$ cat src/design/stdf_pkg.sv
package stdf_pkg;

  // parameter defaults
  localparam int unsigned SAMPLE_WIDTH_DEF = 16;
  localparam int unsigned INDEX_WIDTH_DEF  = 32;
  localparam int unsigned SYNC_SPACING_DEF = 8;

  // field and register widths
  localparam int unsigned SAMPLE_W   = 16;
  localparam int unsigned THR_W      = 16;
  localparam int unsigned PER_W      = 20;
  localparam int unsigned CNT_W      = 7;
  localparam int unsigned CFG_ADDR_W = 2;
  localparam int unsigned CFG_DATA_W = 20;
  localparam int unsigned START_W    = 32;
  localparam int unsigned CODE_W     = 64;
  localparam int unsigned RESULT_W   = START_W + CODE_W;
  localparam int unsigned SINCE_W    = 32;
  localparam int unsigned OFFSET_W   = 32;

  // bit time arithmetic: coefficient 2*keff+3 fits 8 bits for any sync spacing >= 2
  localparam int unsigned COEF_W  = 8;
  localparam int unsigned PROD_W  = COEF_W + PER_W;
  localparam int unsigned NOFF_W  = PROD_W - 1;
  localparam int unsigned GAP_W   = PER_W + 5;
  localparam int unsigned GAPCMP_W = SINCE_W + 9;
  // position within a sync group, holds a spacing up to 64
  localparam int unsigned PHASE_W = 6;

  localparam logic [CNT_W-1:0] MAX_BITS = 7'd64;

  // register indexes
  localparam logic [CFG_ADDR_W-1:0] REG_LEVEL_THRESHOLD = 2'd0;
  localparam logic [CFG_ADDR_W-1:0] REG_BIT_PERIOD      = 2'd1;
  localparam logic [CFG_ADDR_W-1:0] REG_FRAME_BITS      = 2'd2;

  // register reset values
  localparam logic [THR_W-1:0] THR_RESET = 16'd128;
  localparam logic [PER_W-1:0] PER_RESET = 20'd6400;
  localparam logic [CNT_W-1:0] CNT_RESET = 7'd35;

  typedef enum logic [1:0] {
    ST_STREAM  = 2'b01,
    ST_CATCHUP = 2'b10
  } state_e;

  typedef struct packed {
    logic [CODE_W-1:0]  code;
    logic [START_W-1:0] start;
  } result_t;

endpackage

$ cat src/design/sampled_timecode_deframer.sv
// channel   | dir | handshake                    | payload (low bit first)
// ----------+-----+------------------------------+---------------------------------------
// s_axis    | in  | s_axis_tvalid_i/tready_o     | tdata: sample_value[15:0]
// m_axis    | out | m_axis_tvalid_o/tready_i     | tdata: frame_start_index[31:0],
//           |     |                              |        frame_code[95:32]
// cfg       | in  | cfg_valid_i/cfg_ready_o      | cfg_addr_i register, cfg_wdata_i value
//
// one sample is taken every cycle; edge tracking, frame open and bit slicing for
// that sample happen between the input handshake and the result queue in one pass
// the slicer takes one bit per cycle; a sample on which n > 1 bits fall (bit period
// below one sample, or changed mid-frame) holds the input while catch-up takes the rest
// results go to a two entry queue; input and catch-up stall while both entries wait
// reset clears all tracking state and loads register defaults, no clearing pass
module sampled_timecode_deframer
  import stdf_pkg::*;
#(
  parameter int unsigned SAMPLE_WIDTH = SAMPLE_WIDTH_DEF,
  parameter int unsigned INDEX_WIDTH  = INDEX_WIDTH_DEF,
  parameter int unsigned SYNC_SPACING = SYNC_SPACING_DEF
) (
  input  logic                  clk_i,
  input  logic                  rst_ni,
  // sample stream
  input  logic                  s_axis_tvalid_i,
  output logic                  s_axis_tready_o,
  input  logic [SAMPLE_W-1:0]   s_axis_tdata_i,   // sample_value
  // frame results
  output logic                  m_axis_tvalid_o,
  input  logic                  m_axis_tready_i,
  output logic [RESULT_W-1:0]   m_axis_tdata_o,   // frame_start_index, frame_code
  // register writes
  input  logic                  cfg_valid_i,
  output logic                  cfg_ready_o,
  input  logic [CFG_ADDR_W-1:0] cfg_addr_i,
  input  logic [CFG_DATA_W-1:0] cfg_wdata_i
);

  // configuration registers
  logic [THR_W-1:0] thr_q;
  logic [PER_W-1:0] per_q;
  logic [CNT_W-1:0] frame_bits_q;

  // edge tracking
  logic [INDEX_WIDTH-1:0] pos_q;
  logic                   prev_lvl_q;
  logic [SINCE_W-1:0]     since_q;

  // frame state
  state_e              st_q;
  logic                hold_lvl_q;
  logic                in_frame_q;
  logic [CNT_W-1:0]    bits_q;
  logic [COEF_W-1:0]   keff_q;
  logic [PHASE_W-1:0]  phase_q;
  logic [NOFF_W-1:0]   noff_q;
  logic [OFFSET_W-1:0] offset_q;
  logic [CODE_W-1:0]   code_q;
  logic [START_W-1:0]  origin_q;

  // result queue
  logic [1:0] q_cnt_q;
  result_t    slot0_q, slot1_q;
  logic       q_full, push, pop;

  // combinational
  logic                s_acc, step;
  logic                lvl_in, lvl, edge_det, gap, open_frame;
  logic [GAP_W-1:0]    gap_lim;
  logic [CNT_W-1:0]    cnt;
  logic                fr0, full0, due0, take, full1, due1, emit, more, fr_after;
  logic [CNT_W-1:0]    b0, b1;
  logic [NOFF_W-1:0]   nf0, nf1, nf_first;
  logic [CODE_W-1:0]   code0, code1;
  logic [OFFSET_W-1:0] off0, off_next;
  logic [START_W-1:0]  org0;
  logic [COEF_W-1:0]   keff0, keff1, coef1;
  logic [PHASE_W-1:0]  ph0, ph1;
  logic                sync_next;
  logic [PROD_W-1:0]   prod1;
  result_t             new_res;

  assign cfg_ready_o = 1'b1;

  always_ff @(posedge clk_i or negedge rst_ni) begin
    if (!rst_ni) begin
      thr_q        <= THR_RESET;
      per_q        <= PER_RESET;
      frame_bits_q <= CNT_RESET;
    end else if (cfg_valid_i) begin
      case (cfg_addr_i)
        REG_LEVEL_THRESHOLD: thr_q        <= cfg_wdata_i[THR_W-1:0];
        REG_BIT_PERIOD:      per_q        <= cfg_wdata_i[PER_W-1:0];
        REG_FRAME_BITS:      frame_bits_q <= cfg_wdata_i[CNT_W-1:0];
        default: ;  // writes past the register list are dropped
      endcase
    end
  end

  // handshake and step control
  assign q_full          = (q_cnt_q == 2'd2);
  assign s_axis_tready_o = (st_q == ST_STREAM) && !q_full;
  assign s_acc           = s_axis_tvalid_i && s_axis_tready_o;
  // a catch-up cycle may emit, so it waits for room in the queue as well
  assign step            = s_acc || ((st_q == ST_CATCHUP) && !q_full);

  // slicer: only the low SAMPLE_WIDTH bits of the sample count
  assign lvl_in = 16'(s_axis_tdata_i[SAMPLE_WIDTH-1:0]) > thr_q;
  assign lvl    = (st_q == ST_CATCHUP) ? hold_lvl_q : lvl_in;

  // gap test: since * 512 >= 19 * bit period, exact
  assign gap_lim    = GAP_W'(per_q) * GAP_W'(19);
  assign edge_det   = (lvl_in != prev_lvl_q);
  assign gap        = {since_q, 9'b0} >= GAPCMP_W'(gap_lim);
  assign open_frame = s_acc && edge_det && gap && !in_frame_q;

  // first bit sits 1.5 bit periods after the opening edge
  assign nf_first = NOFF_W'((PROD_W'(per_q) * PROD_W'(3)) >> 1);

  // frame state as seen after a possible open on this sample
  assign fr0   = in_frame_q || open_frame;
  assign b0    = open_frame ? '0 : bits_q;
  assign keff0 = open_frame ? '0 : keff_q;
  assign ph0   = open_frame ? '0 : phase_q;
  assign nf0   = open_frame ? nf_first : noff_q;
  assign code0 = open_frame ? '0 : code_q;
  assign off0  = open_frame ? '0 : offset_q;
  assign org0  = open_frame ? START_W'(pos_q) : origin_q;

  assign cnt = (frame_bits_q > MAX_BITS) ? MAX_BITS : frame_bits_q;

  // this bit
  assign full0 = (b0 >= cnt);
  assign due0  = OFFSET_W'(nf0[NOFF_W-1:8]) <= off0;
  assign take  = fr0 && !full0 && due0;

  // the bit after it; keff steps over a sync position after every SYNC_SPACING bits
  assign sync_next = (ph0 == PHASE_W'(SYNC_SPACING - 1));
  assign ph1       = sync_next ? '0 : ph0 + PHASE_W'(1);
  assign b1        = b0 + 7'd1;
  assign keff1     = keff0 + (sync_next ? COEF_W'(2) : COEF_W'(1));
  assign coef1     = {keff1[COEF_W-2:0], 1'b0} + COEF_W'(3);
  assign prod1     = PROD_W'(coef1) * PROD_W'(per_q);
  assign nf1       = prod1[PROD_W-1:1];
  assign code1     = {code0[CODE_W-2:0], lvl};
  assign full1     = (b1 >= cnt);
  assign due1      = OFFSET_W'(nf1[NOFF_W-1:8]) <= off0;

  // emit when the count is reached before or right after this bit
  assign emit     = fr0 && (full0 || (take && full1));
  // another bit due on the same sample: finish it in a catch-up cycle
  assign more     = take && !full1 && due1;
  assign fr_after = fr0 && !emit;
  assign off_next = (fr_after && !more && (off0 != '1)) ? off0 + 32'd1 : off0;

  assign new_res.start = org0;
  assign new_res.code  = full0 ? code0 : code1;

  // edge tracking, once per accepted sample
  always_ff @(posedge clk_i or negedge rst_ni) begin
    if (!rst_ni) begin
      pos_q      <= '0;
      prev_lvl_q <= 1'b0;
      since_q    <= '0;
    end else if (s_acc) begin
      pos_q      <= pos_q + INDEX_WIDTH'(1);
      prev_lvl_q <= lvl_in;
      if (edge_det) begin
        since_q <= SINCE_W'(1);
      end else if (since_q != '1) begin
        since_q <= since_q + SINCE_W'(1);
      end
    end
  end

  // frame state, once per step
  always_ff @(posedge clk_i or negedge rst_ni) begin
    if (!rst_ni) begin
      st_q       <= ST_STREAM;
      hold_lvl_q <= 1'b0;
      in_frame_q <= 1'b0;
      bits_q     <= '0;
      keff_q     <= '0;
      phase_q    <= '0;
      noff_q     <= '0;
      offset_q   <= '0;
      code_q     <= '0;
      origin_q   <= '0;
    end else if (step) begin
      st_q       <= more ? ST_CATCHUP : ST_STREAM;
      hold_lvl_q <= lvl;
      in_frame_q <= fr_after;
      bits_q     <= take ? b1 : b0;
      keff_q     <= take ? keff1 : keff0;
      phase_q    <= take ? ph1 : ph0;
      noff_q     <= take ? nf1 : nf0;
      code_q     <= take ? code1 : code0;
      offset_q   <= off_next;
      origin_q   <= org0;
    end
  end

  // two entry result queue, slot0 is the head
  assign push = step && emit;
  assign pop  = m_axis_tvalid_o && m_axis_tready_i;

  always_ff @(posedge clk_i or negedge rst_ni) begin
    if (!rst_ni) begin
      q_cnt_q <= '0;
    end else if (push && !pop) begin
      q_cnt_q <= q_cnt_q + 2'd1;
    end else if (pop && !push) begin
      q_cnt_q <= q_cnt_q - 2'd1;
    end
  end

  always_ff @(posedge clk_i) begin
    if (push && pop) begin
      slot0_q <= new_res;
    end else if (push) begin
      if (q_cnt_q == 2'd0) begin
        slot0_q <= new_res;
      end else begin
        slot1_q <= new_res;
      end
    end else if (pop) begin
      slot0_q <= slot1_q;
    end
  end

  assign m_axis_tvalid_o = (q_cnt_q != 2'd0);
  assign m_axis_tdata_o  = slot0_q;

`ifndef SYNTHESIS
  // a request never lands in a full queue
  assert property (@(posedge clk_i) disable iff (!rst_ni) push |-> !q_full)
    else $error("result queue overflow");

  // catch-up only continues an open frame
  assert property (@(posedge clk_i) disable iff (!rst_ni) (st_q == ST_CATCHUP) |-> in_frame_q)
    else $error("catch-up outside a frame");

  // bit counter never passes the saturated frame length
  assert property (@(posedge clk_i) disable iff (!rst_ni) bits_q <= MAX_BITS)
    else $error("bit counter out of range");

  // an emitted frame is closed on the next cycle
  assert property (@(posedge clk_i) disable iff (!rst_ni) push |=> !in_frame_q)
    else $error("frame still open after emit");
`endif

endmodule
$ cat config.mk
export PLATFORM = sky130hd
export DESIGN_NAME = sampled_timecode_deframer
export DESIGN_NICKNAME = d
export VERILOG_FILES = /design/src/design/stdf_pkg.sv /design/src/design/sampled_timecode_deframer.sv
export SDC_FILE = /design/constraint.sdc
export NUM_CORES = 1
export LEC_CHECK = 0
export BUFFER_PORTS_ARGS = -buffer_cell sky130_fd_sc_hd__buf_4
export CORE_ASPECT_RATIO = 0.75
export CORE_MARGIN = 2
export CORE_UTILIZATION = 35
export CTS_BUF_LIST = sky130_fd_sc_hd__clkbuf_2 sky130_fd_sc_hd__clkbuf_4 sky130_fd_sc_hd__clkbuf_8
export DETAILED_ROUTE_END_ITERATION = 10
export SYNTH_ARGS = -nofsm -noshare
export SYNTH_HDL_FRONTEND = slang
export SYNTH_SLANG_ARGS = --single-unit
$ cat constraint.sdc
create_clock -name clk_i -period 13.6 [get_ports clk_i]
set_input_delay 3.4 -clock clk_i [delete_from_list [all_inputs] [get_ports clk_i]]
set_output_delay 3.4 -clock clk_i [all_outputs]
set_load 0.1 [all_outputs]
==> flow_metrics.tcl, run 1 <==
set metrics [dict create \
    drc 0 \
    final_nets 3489 \
    setup_violations 0 \
    track_usage 0.173 \
    layout_common_cells "nand2_1, buf_4, dfrtp_1" \
    critPathMaxStageDelay_ns 0.59 \
    dpl.hpwl_mm 52.1 \
    cp.required_ns 14.21 \
    wl_per_cell_um 17.1 \
    portBuffers 140 \
    path_buf_inv 9 \
    rsz0062_at_grt "yes" \
    start_util 0.355 \
    grt_max_degree 100 \
    async_reset_ff_frac 0.594 \
    worst_pin_slew_ns 1.13 \
    h-tree-depth 3 \
    grt_pass1_vias 21100 \
    fmax_ghz 0.0736 \
    grt_pass1_wl_mm 119 \
    io_pins 142 \
    drv_cap 0 \
    grt_antenna_before_repair 1 \
    core.rowCount 91 \
    core_um2 82500 \
    clk_pin_slew_ns 0.06 \
    cts_buffer_depth 3 \
    ys_warn_count 0 \
    holdCritStartpoint "origin_q[7]" \
    crit_slowest_cell "or4_4" \
    final_common_cell "nand2_1" \
    die_y_um 254 \
    hold_viol 0 \
    worstPathMaxFanout 8 \
    post-route-min-period_ns 13.59 \
    firstDrtPassIters 5 \
    crit_path_start "s_axis_tdata_i[14]" \
    worstSetupStartpointType "input pin" \
    crit_family "compound AO/OA/AOI/OAI gates" \
    gp_congestion 0.907 \
    fp.dieW_um 338 \
    synthCells 2802 \
    finalWorstSetupSlack_ns 0.0112 \
    drive_gt1_frac 0.229 \
    synth.distinct_cells 73 \
    synth_edf_count 192 \
    clock-root-buffer "clkbuf_8" \
    cts_tree "done" \
    ant_nets 0 \
    finalMaxSlewViolations 0 \
    status "completed" \
    synth_area_per_cell_um2 10.5 \
    clock_skew_ns 0.0431 \
    clk_latency_ns 0.71 \
    routed_wl_mm 73.6 \
    syn2layout_area_growth_pct 21.2 \
    max-slew-margin-rel 0.246 \
    vias 21400 \
    place_ws_ns -0.831 \
    crit_type "input pin to register" \
    crit_top_cell "ha_4" \
    synth_seq_area_share 0.437 \
    clock_sinks 473 \
    synthesis.area_um2 29300 \
    grt_overflow 0 \
    die_area_um2 86000 \
    period_share 0.999 \
    crit_arrival_ns 14.20 \
    drtIter0Drc 1538 \
    timing.rr.start "per_q[6]" \
    cts_hold_buf 0 \
    synthFlopType "dfrtp_1" \
    syn_nets 3173 \
    crit_path_end_kind "register" \
    hp-class "register to register" \
    numCtsBuffers 81 \
    ys_ff_latch 473 \
    viasPerCell 4.97 \
]
-- stage by stage --
step | util | TNS [ns] | hold slack [ns] | instances | instance area, µm²
final | 0.430 | 0 | 0.465 | 4303 | 35500
after detailed placement | 0.401 | -15.71 | 0.456 | 4123 | 33100
after global routing | 0.430 | -5.50 | 0.488 | 4303 | 35500
after floorplan | - | -0.647 | 0.439 | 2802 | 29800
after CTS | 0.424 | 0 | 0.471 | 4281 | 35000
after global placement | 0.401 | -10.79 | 0.451 | 4123 | 33100
-- registers in the layout, indices dropped and copies added, names as in the netlist, 6 cells and up --
signal and flops:
bits_q 7, code_q 64, frame_bits_q 7, keff_q 7, m_axis_tdata_o 96, noff_q 19, offset_q 32, origin_q 32
per_q 20, phase_q 6, pos_q 32, since_q 32, slot1_q 96, thr_q 16
-- cells in the mapped netlist (8+ instances only) --
| library cell | instances | area, µm² |
|---|---|---|
| a211oi_1 | 13 | 97.6 |
| a21o_1 | 19 | 143 |
| a21oi_1 | 162 | 811 |
| a22o_1 | 75 | 657 |
| a31oi_1 | 8 | 50.1 |
| and2_1 | 92 | 576 |
| and3_1 | 28 | 175 |
| buf_2 | 22 | 110 |
| clkbuf_1 | 77 | 289 |
| dfrtp_1 | 273 | 6830 |
| dfstp_2 | 8 | 210 |
| edfxtp_1 | 192 | 5770 |
| fa_1 | 126 | 2520 |
| ha_1 | 202 | 2530 |
| inv_1 | 215 | 807 |
| mux2_1 | 40 | 450 |
| mux2_2 | 94 | 1060 |
| mux2i_1 | 8 | 80.1 |
| nand2_1 | 443 | 1660 |
| nand2b_1 | 32 | 200 |
| nand3_1 | 65 | 325 |
| nand4_1 | 32 | 200 |
| nor2_1 | 114 | 428 |
| nor2b_1 | 13 | 81.3 |
| nor3_1 | 60 | 300 |
| nor4_1 | 14 | 87.6 |
| o211ai_1 | 15 | 113 |
| o21a_1 | 12 | 90.1 |
| o21ai_0 | 89 | 445 |
| or3_1 | 14 | 87.6 |
| xnor2_1 | 74 | 648 |
| xor2_1 | 53 | 464 |
-- worst paths after layout --
kind / to / slack, ns / cells after the start
min in group asynchronous: code_q[40] / 2.75 / 1
hold reg to reg: origin_q[7] / 0.47 / 2
setup reg to reg: offset_q[16] / 0.24 / 66
hold / removal: origin_q[7] / 0.47 / 2
setup / recovery: offset_q[16] / 0.01 / 54
max in group asynchronous: thr_q[5] / 8.68 / 3
-- worst min-delay path, stage by stage, from the launching register on --
cell	delay (ns)
dfrtp_1	0.32
nand2_1	0.06
nand2_1	0.06
-- kinds of logic (layout without fill, tap and decap cells) --
kind of cell	after synthesis	in the layout	share of synthesized area
AOI/OAI and AO/OA	464	464	0.104
xor gates and xnor gates	127	127	0.0380
adders and majority gates	328	328	0.172
buffers and inverters	326	710	0.0440
DFF	473	473	0.437
muxes	142	142	0.0543
other	1	2	0.000128
and+or+nand+nor	941	941	0.150
-- timing repair --
action                                  4_1_cts  5_1_grt
endpoints found under the hold margin         0        0
pin swaps                                    11       73
buffers inserted                              7       21
endpoints found under the setup margin       20       22
gates resized for setup                       7       79
gates cloned                                  0        1
-- metal layers --
layer  global-route usage  share of wire  vias to the layer above
met1                0.268           0.51                    10500
met4               0.0376          0.015                        0
met3               0.0329          0.050                       84
met5                    0              0                        -
met2                0.248           0.42                      399
li1                     -              -                    10400
-- cell type report --
| type | instances | area [µm²] |
|---|---|---|
| fill | 7880 | 47100 |
| clock inverter | 18 | 185 |
| multi-input combinational | 2003 | 16000 |
| sequential | 473 | 12800 |
| tap | 1116 | 1400 |
| timing repair buffer | 344 | 2690 |
| inverter | 215 | 810 |
| antenna | 1 | 2.50 |
| clock buffer | 133 | 1610 |
Power of run 1 is left out: the tool's default activity adds up to more than one toggle a clock period on the data nets, which glitch-free logic cannot reach.
==> run 2: changes to the inputs <==
--- a/config.mk
+++ b/config.mk
@@ -5,6 +5,7 @@
 export SDC_FILE = /design/constraint.sdc
 export NUM_CORES = 1
 export LEC_CHECK = 0
+export ABC_AREA = 1
 export BUFFER_PORTS_ARGS = -buffer_cell sky130_fd_sc_hd__buf_4
 export CORE_ASPECT_RATIO = 0.75
 export CORE_MARGIN = 2
==> run 2 against run 1 <==
Critical path depth grew 25. Synthesized cell count grew 29%. Count of clock-buffer cells in the layout shrank 6. Cell count grew 17%. Synthesized area grew 5.3%. Die area grew 5.2%. Core utilization shrank 2.3 points. Largest cell class unchanged. Highest routed layer unchanged.
==> flow_metrics.tcl, run 2 <==
set metrics [dict create \
    status "completed" \
    place_area_um2 33400 \
    syn_nets 3993 \
    wl_per_cell_um 16.2 \
    synthCells 3622 \
    tns_ns 0 \
    worstPathMaxFanout 15 \
    max-slew-margin-rel 0.297 \
    ys_ff_latch 473 \
    ys_warn_count 0 \
    timing.rr.start "per_q[8]" \
    crit_path_end_kind "register" \
    crit_arrival_ns 13.20 \
    routed_wl_mm 81.4 \
    synth_top_cell_by_area "dfrtp_1" \
    layout_common_cells "nand2_1, inv_1, dfrtp_1" \
    drtIter0Drc 2032 \
    worstSetupStartpointType "register" \
    fp.dieW_um 347 \
    viasPerCell 4.92 \
    critPathMaxStageDelay_ns 0.59 \
    numCtsBuffers 83 \
    dpl.hpwl_mm 57.9 \
    finalMaxSlewViolations 0 \
    synth_edf_count 192 \
    synth_common_cells "nand2_1, inv_1, dfrtp_1, o21ai_0, nor2_1" \
    fill_cells 8837 \
    io_pins 142 \
    grt_pass1_vias 24200 \
    seq_area_um2 12800 \
    firstDrtPassIters 6 \
    ant_nets 0 \
    portBuffers 140 \
    final_area_um2 35600 \
    clk_pin_slew_ns 0.07 \
    period_share 0.927 \
    crit_end "offset_q[10]" \
    grt_overflow 0 \
    layoutNonFillerInstCount 5028 \
    cts_tree "done" \
    rr_worst_depth 79 \
    crit_type "register to register" \
    hp-class "register to register" \
    drc 0 \
    post-route-min-period_ns 12.61 \
    async_reset_ff_frac 0.594 \
    hold_viol 0 \
    grt_antenna_before_repair 1 \
    drive_gt1_frac 0.131 \
    cts_buffer_depth 3 \
    crit_top_cell "nand2_1" \
    synth.distinct_cells 58 \
    vias 24700 \
    synthDominantCellAreaShare 0.222 \
    core_um2 87500 \
    r2r_slack_ns 0.99 \
    die_y_um 261 \
    crit_slowest_cell "dfstp_2" \
    cts_hold_buf 0 \
    hold_slack_ns 0.474 \
    multi_input_area_um2 16000 \
    grt_max_degree 97 \
    yosysMostFrequentCell "nand2_1" \
    clock-root-buffer "clkbuf_8" \
    drv_cap 0 \
    die_area_um2 90500 \
    grt_pass1_wl_mm 131 \
    final_common_cell "nand2_1" \
    core.rowCount 94 \
    final_nets 4179 \
    clock_sinks 473 \
    gp_congestion 0.877 \
    worst_pin_slew_ns 1.05 \
    syn2layout_area_growth_pct 15.6 \
    placed_cells 4864 \
    synthesis.area_um2 30800 \
    synth_area_per_cell_um2 8.51 \
    clock_skew_ns 0.0448 \
    crit_path_start "per_q[8]" \
    track_usage 0.180 \
    synth_seq_area_share 0.415 \
    yosys-top-cells-area "dfrtp_1, edfxtp_1, nand2_1" \
    clk_latency_ns 0.70 \
    synthFlopType "dfrtp_1" \
    h-tree-depth 3 \
    timing.rr.end "offset_q[10]" \
    fmax_ghz 0.0793 \
    start_util 0.352 \
    cp.required_ns 14.18 \
    setup_violations 0 \
]
[run 2: changes by cell type after synthesis, sizes merged, moves of 75 or more]
cell / previous run / this run
inv: 215 / 481
nand2: 443 / 1037
and2: 92 / 2
mux2: 134 / 0
nand3: 65 / 210
o21ai: 92 / 234
nor2: 114 / 227
a22o: 75 / 0
[run 2: routing by layer]
layer | global-route usage | routed length (µm)
met3 | 0.0371 | 5130
met1 | 0.275 | 41400
met5 | 0 | 0
met2 | 0.262 | 33600
met4 | 0.0397 | 1220
[run 2: cell type report]
type,count,area share
Inverter,484,0.0512
Tap cell,1152,0.0404
Antenna cell,1,0.0000702
Clock buffer,127,0.0427
Sequential cell,473,0.359
Timing Repair Buffer,232,0.0512
Multi-Input combinational cell,2534,0.449
Clock inverter,25,0.00618
[run 2: worst max-delay path, delay by kind of cell (launching register included)]
kind	cells	cell delay (ns)
xor+xnor	2	0.45
fa+ha+maj	14	4.99
flops	1	0.59
simple gates	42	3.96
compound gates	9	1.41
buf+inv	12	1.08
[run 2: metrics by stage]
stage,worst slack [ns],util
floorplan,0.864,-
global placement,0.399,0.382
detailed placement,0.267,0.382
CTS,0.361,0.402
global route,-0.0721,0.407
finish,0.989,0.407
[run 2: timing repair]
item / in CTS / in global routing
gates resized for setup: 0 / 81
endpoints found under the setup margin: 0 / 22
setup buffers: 0 / 11
[run 2: how the worst min path moves through the flow]
stage / from / end / slack, ns / cells past startpoint
after floorplan: origin_q[0] / origin_q[0] / 0.44 / 2
after global placement: origin_q[22] / origin_q[22] / 0.46 / 2
after detailed placement: origin_q[2] / origin_q[2] / 0.46 / 2
after CTS: origin_q[2] / origin_q[2] / 0.48 / 2
after global routing: origin_q[26] / origin_q[26] / 0.49 / 2
final: origin_q[21] / origin_q[21] / 0.47 / 2
[run 2: logic make-up after synthesis]
group / share of synthesized area
other: 0.000122
XOR/XNOR: 0.0295
adder cells (fa/ha/maj): 0.164
buffers and inverters: 0.0792
AND/OR/NAND/NOR: 0.216
flip-flops: 0.415
AO/OA/AOI/OAI: 0.0964
Power of run 2 is left out for the same reason.
